--- config.mk ---
export PLATFORM = sky130hd
export DESIGN_NAME = set_min_max_mean_median_unit
export DESIGN_NICKNAME = d
export VERILOG_FILES = /design/src/smmmm_pkg.sv /design/src/smmmm_cell.sv /design/src/smmmm_div.sv /design/src/set_min_max_mean_median_unit.sv
export SDC_FILE = /design/constraint.sdc
export NUM_CORES = 2
export LEC_CHECK = 0
export BUFFER_PORTS_ARGS = -buffer_cell sky130_fd_sc_hd__buf_4
export CORE_MARGIN = 5
export CORE_UTILIZATION = 23
export DETAILED_ROUTE_END_ITERATION = 6
export SLEW_MARGIN = 20
export SYNTH_ARGS = -nofsm -noshare
export SYNTH_HDL_FRONTEND = slang
export SYNTH_SLANG_ARGS = --single-unit
--- constraint.sdc ---
create_clock -name clock -period 12 [get_ports clock]
set_input_delay 2.4 -clock clock [delete_from_list [all_inputs] [get_ports clock]]
set_output_delay 2.4 -clock clock [all_outputs]
set_load 0.01 [all_outputs]
--- src/smmmm_pkg.sv ---
package smmmm_pkg;

   localparam int MAX_COUNT_DEFAULT  = 64;
   localparam int VALUE_BITS_DEFAULT = 16;

   typedef enum logic {
      ST_LOAD,
      ST_CALC
   } state_type;

   typedef struct packed {
      logic insert;
      logic shift;
   } cell_ctrl_type;

endpackage

--- src/smmmm_cell.sv ---
module smmmm_cell #(
   parameter int VALUE_BITS = smmmm_pkg::VALUE_BITS_DEFAULT
) (
   input  logic                      clock,
   input  smmmm_pkg::cell_ctrl_type  ctrl,
   input  logic                      occupied,
   input  logic [VALUE_BITS-1:0]     new_value,
   input  logic                      prev_gt,
   input  logic [VALUE_BITS-1:0]     prev_value,
   input  logic [VALUE_BITS-1:0]     next_value,
   output logic [VALUE_BITS-1:0]     value_out,
   output logic                      gt_out
);

   logic [VALUE_BITS-1:0] data_ff;
   logic [VALUE_BITS-1:0] data_in;

   // empty cells count as greater, so a new sample lands after equal ones
   assign gt_out    = !occupied || (data_ff > new_value);
   assign value_out = data_ff;

   always_comb begin
      data_in = data_ff;
      if (ctrl.insert) begin
         if (gt_out) begin
            data_in = prev_gt ? prev_value : new_value;
         end
      end else if (ctrl.shift) begin
         data_in = next_value;
      end
   end

   always_ff @(posedge clock) begin
      data_ff <= data_in;
   end

endmodule

--- src/smmmm_div.sv ---
module smmmm_div #(
   parameter int DIVIDEND_BITS = 22,
   parameter int DIVISOR_BITS  = 7
) (
   input  logic                     clock,
   input  logic                     reset,
   input  logic                     start,
   input  logic [DIVIDEND_BITS-1:0] dividend,
   input  logic [DIVISOR_BITS-1:0]  divisor,
   output logic                     done,
   output logic [DIVIDEND_BITS-1:0] quotient
);

   localparam int STEP_BITS = $clog2(DIVIDEND_BITS + 1);

   logic [DIVIDEND_BITS-1:0] quo_ff, quo_in;
   logic [DIVISOR_BITS-1:0]  rem_ff, rem_in;
   logic [DIVISOR_BITS-1:0]  dvs_ff, dvs_in;
   logic [STEP_BITS-1:0]     step_ff, step_in;
   logic                     busy_ff, busy_in;
   logic                     done_ff, done_in;
   logic [DIVISOR_BITS:0]    trial;
   logic [DIVISOR_BITS:0]    diff;
   logic                     ge;

   assign trial = {rem_ff, quo_ff[DIVIDEND_BITS-1]};
   assign ge    = trial >= {1'b0, dvs_ff};
   assign diff  = trial - {1'b0, dvs_ff};

   always_comb begin
      quo_in  = quo_ff;
      rem_in  = rem_ff;
      dvs_in  = dvs_ff;
      step_in = step_ff;
      busy_in = busy_ff;
      done_in = done_ff;
      if (start) begin
         quo_in  = dividend;
         rem_in  = '0;
         dvs_in  = divisor;
         step_in = STEP_BITS'(DIVIDEND_BITS);
         busy_in = 1'b1;
         done_in = 1'b0;
      end else if (busy_ff) begin
         quo_in  = {quo_ff[DIVIDEND_BITS-2:0], ge};
         rem_in  = ge ? diff[DIVISOR_BITS-1:0] : trial[DIVISOR_BITS-1:0];
         step_in = step_ff - STEP_BITS'(1);
         if (step_ff == STEP_BITS'(1)) begin
            busy_in = 1'b0;
            done_in = 1'b1;
         end
      end
   end

   always_ff @(posedge clock) begin
      quo_ff  <= quo_in;
      rem_ff  <= rem_in;
      dvs_ff  <= dvs_in;
      step_ff <= step_in;
      if (reset) begin
         busy_ff <= 1'b0;
         done_ff <= 1'b0;
      end else begin
         busy_ff <= busy_in;
         done_ff <= done_in;
      end
   end

   assign done     = done_ff;
   assign quotient = quo_ff;

endmodule

--- src/set_min_max_mean_median_unit.sv ---
// Set statistics unit.
// Request channel (req_valid/req_ready, req_value, req_last) takes one sample
// per transaction; req_last closes the set. One response transaction
// (rsp_valid/rsp_ready) follows each closed set with min, max, truncated mean,
// doubled median, kept count and an overflow flag (samples past MAX_COUNT
// are dropped).
// Samples load at one per cycle into a sorted insertion chain of MAX_COUNT
// cells. After the last sample the unit enters a compute phase: a
// one-bit-per-cycle restoring divider forms the mean (SUM_BITS =
// VALUE_BITS + log2(MAX_COUNT), 22 by default) while the chain shifts
// toward cell 0 to pick out the median. The response register loads at the
// end of that phase, once both the mean and the median are ready.
// req_ready is low only during that compute phase. The response sits in its
// own register, so loading of the next set proceeds while rsp_ready is low;
// a following set waits at the end of its compute phase until the response
// register frees. Reset (synchronous, active high) empties the set and
// drops any pending response.
module set_min_max_mean_median_unit #(
   parameter int MAX_COUNT  = smmmm_pkg::MAX_COUNT_DEFAULT,
   parameter int VALUE_BITS = smmmm_pkg::VALUE_BITS_DEFAULT,
   localparam int CNT_BITS  = $clog2(MAX_COUNT + 1)
) (
   input  logic                  clock,
   input  logic                  reset,
   input  logic                  req_valid,
   output logic                  req_ready,
   input  logic [VALUE_BITS-1:0] req_value,
   input  logic                  req_last,
   output logic                  rsp_valid,
   input  logic                  rsp_ready,
   output logic [VALUE_BITS-1:0] rsp_min_value,
   output logic [VALUE_BITS-1:0] rsp_max_value,
   output logic [VALUE_BITS-1:0] rsp_mean_value,
   output logic [VALUE_BITS:0]   rsp_median_doubled,
   output logic [CNT_BITS-1:0]   rsp_item_count,
   output logic                  rsp_overflow
);

   localparam int SUM_BITS = VALUE_BITS + $clog2(MAX_COUNT);

   smmmm_pkg::state_type     state_ff, state_in;
   logic [CNT_BITS-1:0]      count_ff, count_in;
   logic [VALUE_BITS-1:0]    min_ff, min_in;
   logic [VALUE_BITS-1:0]    max_ff, max_in;
   logic [SUM_BITS-1:0]      sum_ff, sum_in;
   logic                     drop_ff, drop_in;
   logic [CNT_BITS-1:0]      step_ff, step_in;
   logic [VALUE_BITS-1:0]    lo_ff, lo_in;
   logic [VALUE_BITS-1:0]    hi_ff, hi_in;
   logic                     med_done_ff, med_done_in;
   logic                     rsp_valid_ff, rsp_valid_in;
   logic [VALUE_BITS-1:0]    rsp_min_ff, rsp_min_in;
   logic [VALUE_BITS-1:0]    rsp_max_ff, rsp_max_in;
   logic [VALUE_BITS-1:0]    rsp_mean_ff, rsp_mean_in;
   logic [VALUE_BITS:0]      rsp_med_ff, rsp_med_in;
   logic [CNT_BITS-1:0]      rsp_count_ff, rsp_count_in;
   logic                     rsp_drop_ff, rsp_drop_in;

   logic                     accept;
   logic                     room;
   logic                     div_start;
   logic                     div_done;
   logic [SUM_BITS-1:0]      quotient;
   logic [CNT_BITS-1:0]      half;
   logic [VALUE_BITS:0]      median;
   smmmm_pkg::cell_ctrl_type cell_ctrl;

   logic [VALUE_BITS-1:0]    cell_value [MAX_COUNT];
   logic                     cell_gt    [MAX_COUNT];

   assign req_ready = (state_ff == smmmm_pkg::ST_LOAD);
   assign accept    = req_valid && req_ready;
   assign room      = count_ff < CNT_BITS'(MAX_COUNT);
   assign half      = count_ff >> 1;
   assign median    = count_ff[0] ? {hi_ff, 1'b0} : ({1'b0, lo_ff} + {1'b0, hi_ff});

   always_comb begin
      state_in     = state_ff;
      count_in     = count_ff;
      min_in       = min_ff;
      max_in       = max_ff;
      sum_in       = sum_ff;
      drop_in      = drop_ff;
      step_in      = step_ff;
      lo_in        = lo_ff;
      hi_in        = hi_ff;
      med_done_in  = med_done_ff;
      rsp_valid_in = rsp_valid_ff && !rsp_ready;
      rsp_min_in   = rsp_min_ff;
      rsp_max_in   = rsp_max_ff;
      rsp_mean_in  = rsp_mean_ff;
      rsp_med_in   = rsp_med_ff;
      rsp_count_in = rsp_count_ff;
      rsp_drop_in  = rsp_drop_ff;
      div_start    = 1'b0;
      cell_ctrl    = '0;
      unique case (state_ff)
         smmmm_pkg::ST_LOAD: begin
            if (accept) begin
               if (room) begin
                  cell_ctrl.insert = 1'b1;
                  if (count_ff == '0 || req_value < min_ff) begin
                     min_in = req_value;
                  end
                  if (count_ff == '0 || req_value > max_ff) begin
                     max_in = req_value;
                  end
                  sum_in   = sum_ff + SUM_BITS'(req_value);
                  count_in = count_ff + CNT_BITS'(1);
               end else begin
                  drop_in = 1'b1;
               end
               if (req_last) begin
                  state_in    = smmmm_pkg::ST_CALC;
                  div_start   = 1'b1;
                  step_in     = '0;
                  med_done_in = 1'b0;
               end
            end
         end
         smmmm_pkg::ST_CALC: begin
            // cell 0 holds the sorted entry whose index is step_ff
            if (!med_done_ff) begin
               cell_ctrl.shift = 1'b1;
               step_in         = step_ff + CNT_BITS'(1);
               if (!count_ff[0] && step_ff == half - CNT_BITS'(1)) begin
                  lo_in = cell_value[0];
               end
               if (step_ff == half) begin
                  hi_in       = cell_value[0];
                  med_done_in = 1'b1;
               end
            end else if (div_done && (!rsp_valid_ff || rsp_ready)) begin
               rsp_valid_in = 1'b1;
               rsp_min_in   = min_ff;
               rsp_max_in   = max_ff;
               rsp_mean_in  = quotient[VALUE_BITS-1:0];
               rsp_med_in   = median;
               rsp_count_in = count_ff;
               rsp_drop_in  = drop_ff;
               state_in     = smmmm_pkg::ST_LOAD;
               count_in     = '0;
               min_in       = '1;
               max_in       = '0;
               sum_in       = '0;
               drop_in      = 1'b0;
            end
         end
         default: begin
            state_in = smmmm_pkg::ST_LOAD;
         end
      endcase
   end

   always_ff @(posedge clock) begin
      step_ff      <= step_in;
      lo_ff        <= lo_in;
      hi_ff        <= hi_in;
      rsp_min_ff   <= rsp_min_in;
      rsp_max_ff   <= rsp_max_in;
      rsp_mean_ff  <= rsp_mean_in;
      rsp_med_ff   <= rsp_med_in;
      rsp_count_ff <= rsp_count_in;
      rsp_drop_ff  <= rsp_drop_in;
      if (reset) begin
         state_ff     <= smmmm_pkg::ST_LOAD;
         count_ff     <= '0;
         min_ff       <= '1;
         max_ff       <= '0;
         sum_ff       <= '0;
         drop_ff      <= 1'b0;
         med_done_ff  <= 1'b0;
         rsp_valid_ff <= 1'b0;
      end else begin
         state_ff     <= state_in;
         count_ff     <= count_in;
         min_ff       <= min_in;
         max_ff       <= max_in;
         sum_ff       <= sum_in;
         drop_ff      <= drop_in;
         med_done_ff  <= med_done_in;
         rsp_valid_ff <= rsp_valid_in;
      end
   end

   smmmm_div #(
      .DIVIDEND_BITS(SUM_BITS),
      .DIVISOR_BITS (CNT_BITS)
   ) u_div (
      .clock   (clock),
      .reset   (reset),
      .start   (div_start),
      .dividend(sum_in),
      .divisor (count_in),
      .done    (div_done),
      .quotient(quotient)
   );

   for (genvar i = 0; i < MAX_COUNT; i++) begin : g_cell
      logic                  occupied;
      logic                  prev_gt;
      logic [VALUE_BITS-1:0] prev_value;
      logic [VALUE_BITS-1:0] next_value;

      assign occupied = count_ff > CNT_BITS'(i);

      if (i == 0) begin : g_head
         assign prev_gt    = 1'b0;
         assign prev_value = req_value;
      end else begin : g_body
         assign prev_gt    = cell_gt[i-1];
         assign prev_value = cell_value[i-1];
      end

      if (i == MAX_COUNT - 1) begin : g_tail
         assign next_value = cell_value[i];
      end else begin : g_mid
         assign next_value = cell_value[i+1];
      end

      smmmm_cell #(
         .VALUE_BITS(VALUE_BITS)
      ) u_cell (
         .clock     (clock),
         .ctrl      (cell_ctrl),
         .occupied  (occupied),
         .new_value (req_value),
         .prev_gt   (prev_gt),
         .prev_value(prev_value),
         .next_value(next_value),
         .value_out (cell_value[i]),
         .gt_out    (cell_gt[i])
      );
   end

   assign rsp_valid          = rsp_valid_ff;
   assign rsp_min_value      = rsp_min_ff;
   assign rsp_max_value      = rsp_max_ff;
   assign rsp_mean_value     = rsp_mean_ff;
   assign rsp_median_doubled = rsp_med_ff;
   assign rsp_item_count     = rsp_count_ff;
   assign rsp_overflow       = rsp_drop_ff;

`ifndef SYNTHESIS
   a_count_bound: assert property (@(posedge clock) disable iff (reset)
      count_ff <= CNT_BITS'(MAX_COUNT))
      else $error("kept count exceeds capacity");

   a_calc_nonempty: assert property (@(posedge clock) disable iff (reset)
      (state_ff == smmmm_pkg::ST_CALC) |-> (count_ff != '0))
      else $error("compute phase with an empty set");

   a_min_le_max: assert property (@(posedge clock) disable iff (reset)
      (count_ff != '0) |-> (min_ff <= max_ff))
      else $error("running min above running max");

   a_rsp_after_calc: assert property (@(posedge clock) disable iff (reset)
      ($rose(rsp_valid_ff) && !$past(reset)) |-> ($past(state_ff) == smmmm_pkg::ST_CALC))
      else $error("response loaded outside compute phase");
`endif

endmodule
==> metrics.cfg <==
[timing]
tightestPinTransition_ps = 1230
finalCritPeriodShare = 0.532
timing.slew.headroom = 0.179
fin_crit_ps = 6380
finalSetupViolations = 0
fmax_ghz = 0.157
rsz0062_at_grt = no
totalNegativeSetupSlack_ps = 0
finClkSkew_ps = 57.1
final_hold_fails = 0
total_count_of_max_transition_violations_in_the_final_report = 0
fin_ws_ps = 5620

[critical_path]
critical_path_class = in -> reg
worst-endpoint-required_ps = 12450
cp-start-kind = input port
worst_setup_path_end_kind = register
cp.arrival_ps = 6830
worst-path-max-fanout = 22

[clock_tree]
htreeDepth = 4
cts_made_buffers = 148
cts.path.max_buffers = 3
clock-root-buffer = sky130_fd_sc_hd__clkbuf_16
insertion_delay_ps = 840
cts-resized-gates = 0
clock_sinks = 1244
tritoncts = done
post_cts_buffers = 0
cts.clk_slew.worst_paths_ps = 60
cts.hold.buffers_added = 0

[final_layout]
finish.net_count = 9365
syn_to_final_growth_pct = 13.8
fillers = 38300
layout-drive-gt1-share = 0.0845

[power]
pwr-share-comb = 0.225
power.static_leakage_nw = 36.8
net_switching_power_w = 0.00478
sequential_power_share = 0.444
cell_internal_pwr_w = 0.00959
clockPowerShare = 0.331
power.ir.vdd_worst_uv = 157
switching_share = 0.333
cellPowerDensity_nw_per_um2 = 149

[synth]
number_of_synthesized_flops_with_an_enable_pin = 1165
synth_fp_nets = 9457
synth_top_flop_cell = sky130_fd_sc_hd__edfxtp_1
netlist.area_leader.share = 0.414
mean_instance_size_in_the_synthesized_netlist_um2 = 10.2
mapped_cells = 8327
yosys.cell_types.count = 98
synth-warning-count = 0
synth_async_sr_flop_share = 0
synth.ff_latch_count = 1244
synthTopCellsByArea = sky130_fd_sc_hd__edfxtp_1, sky130_fd_sc_hd__ha_1, sky130_fd_sc_hd__o21ai_0, sky130_fd_sc_hd__nand2_1, sky130_fd_sc_hd__mux2i_1
synthDominantAreaCellType = sky130_fd_sc_hd__edfxtp_1
synthesis.area_um2 = 84500
synth.yosys.seq_area_share = 0.432

[detailed_routing]
number_of_design_rule_violations_left_by_the_first_detailed_router_iteration = 10200
firstDrtPassIters = 7
antenna_violating_nets_post_route = 0
detail_route.vias_per_cell = 5.48
route.detailed.drc = 1
route.vias.total = 72300
avgRoutedWirePerCell_um = 26.0
postRouteWirelength_um = 343000

[floorplanning]
io_pins = 96
die_width_um = 616
core.rowCount = 222
initial_core_util = 0.231
die_height_um = 616
placeableCoreArea_um2 = 366000
design.die.area_um2 = 380000

[global_route]
global_route.usage.total = 0.172
first_global_vias = 67200
antenna_violations_before_repair = 14
grt_max_degree = 166
wire_length_of_the_first_global_routing_pass_um = 487000
grt_remaining_overflow = 0

[placement]
hpwlAfterDp_um = 233000
globalplace.congestion = 0.937
pre_cts_ws_ps = 4890
numPortBuffers = 95

[outcome]
run_status = finished with violations
violated_checks = DRC

[hold_path]
hp-class = reg -> reg

[flow_run]
drv.max_cap_violation_count = 0

final cells by class:
type | instances | area (µm²) | share of cell area
Timing Repair Buffer | 281 | 2220 | 0.0231
Clock inverter | 86 | 1020 | 0.0106
Tap cell | 4816 | 6030 | 0.0626
Sequential cell | 1244 | 36600 | 0.380
Clock buffer | 184 | 4010 | 0.0417
Inverter | 244 | 956 | 0.00994
Antenna cell | 15 | 37.5 | 0.000390
Multi-Input combinational cell | 6316 | 45300 | 0.471
path summary, 6_finish.rpt:
| kind | from | end | slack (ps) | cells after the start |
|---|---|---|---|---|
| max reg2reg | state_ff$_SDFF_PP0_ | g_cell[11].u_cell.value_out[11]$_DFFE_PP_ | 7220 | 7 |
| max | req_value[7] | g_cell[18].u_cell.value_out[15]$_DFFE_PP_ | 5620 | 11 |
| min | min_ff[9]$_SDFFE_PP1P_ | rsp_min_value[9]$_DFFE_PP_ | 430 | 0 |
| min reg2reg | min_ff[9]$_SDFFE_PP1P_ | rsp_min_value[9]$_DFFE_PP_ | 430 | 0 |
through the flow:
step                 util  hold slack [ps]  power [W]  instances  cell area, µm²
global placement    0.249              435    0.00950      12900           91000
CTS                 0.263              423     0.0143      13200           96100
floorplan               -              409    0.00819       8327           84500
finish              0.263              426     0.0144      13200           96200
global route        0.263              444     0.0150      13200           96200
detailed placement  0.249              438    0.00956      12900           91100
flip-flops by register name (all words and copies together) (netlist names), 17 cells and up:
signal,flops
g_cell.u_cell.value_out,1024
rsp_median_doubled,17
sum_ff,22
u_div.quotient,22
cells by family (layout without fill, tap and decap cells):
group | Yosys count | count (layout) | synth area share
flip-flops | 1244 | 1244 | 0.432
other | 0 | 15 | 0
AND/OR/NAND/NOR | 2172 | 2172 | 0.113
XOR/XNOR | 42 | 42 | 0.00435
adder cells (fa/ha/maj) | 1109 | 1109 | 0.164
AO/OA/AOI/OAI | 2676 | 2676 | 0.210
multiplexers | 317 | 317 | 0.0378
buffers and inverters | 767 | 795 | 0.0374
critical path, cell delays in order:
cell and delay [ps]:
sky130_fd_sc_hd__buf_4 440, sky130_fd_sc_hd__inv_4 340, sky130_fd_sc_hd__buf_4 380, sky130_fd_sc_hd__ha_1 410, sky130_fd_sc_hd__nand2_1 80, sky130_fd_sc_hd__or4_4 560
sky130_fd_sc_hd__a21oi_1 150, sky130_fd_sc_hd__o31ai_1 110, sky130_fd_sc_hd__a21oi_2 570, sky130_fd_sc_hd__and2_1 610, sky130_fd_sc_hd__nand2b_1 710
cell usage after synthesis, drive strengths merged, types with 15 or more instances:
| cell | n |
|---|---|
| a31oi | 40 |
| nor4 | 34 |
| a22o | 49 |
| nand2b | 30 |
| a211o | 17 |
| nor2b | 50 |
| o21a | 40 |
| or3 | 15 |
| a21o | 199 |
| o21ai | 882 |
| xor2 | 18 |
| o31ai | 30 |
| dfxtp | 79 |
| a22oi | 343 |
| nand2 | 999 |
| buf | 158 |
| clkbuf | 365 |
| ha | 1106 |
| a21oi | 504 |
| mux2i | 298 |
| inv | 243 |
| nand4 | 89 |
| a221o | 294 |
| nor3 | 48 |
| nor2 | 550 |
| o22a | 16 |
| a221oi | 62 |
| a211oi | 63 |
| and3 | 65 |
| o22ai | 15 |
| nand3 | 165 |
| xnor2 | 24 |
| o211ai | 35 |
| edfxtp | 1165 |
| mux2 | 19 |
| and2 | 81 |
power groups by stage:
stage,sequential (W),combinational (W),clock [W]
after global routing,0.00640,0.00359,0.00497
final,0.00638,0.00323,0.00476
after detailed placement,0.00642,0.00314,0
after floorplan,0.00600,0.00219,0
after global placement,0.00643,0.00307,0
after CTS,0.00633,0.00315,0.00480
layout by cell type, fill, tap and decap left out, drive strengths merged, types with 48 or more instances in the layout:
master / count
a211oi: 63
a21o: 199
a21oi: 504
a221o: 294
a221oi: 62
a22o: 49
a22oi: 343
and2: 81
and3: 65
buf: 281
clkbuf: 184
clkinv: 53
dfxtp: 79
edfxtp: 1165
ha: 1106
inv: 249
mux2i: 298
nand2: 999
nand3: 165
nand4: 89
nor2: 550
nor2b: 50
nor3: 48
o21ai: 882
routing by layer:
metal  share of wire  wire, µm  track usage  vias up
met3            0.12     41000       0.0454      938
li1                -         -            -    31800
met5         0.00033       113     0.000884        -
met1            0.40    138000        0.230    35100
met4           0.062     21300       0.0946       12
met2            0.42    143000        0.250     4505
Note: power is estimated with default switching activity, not from simulation.
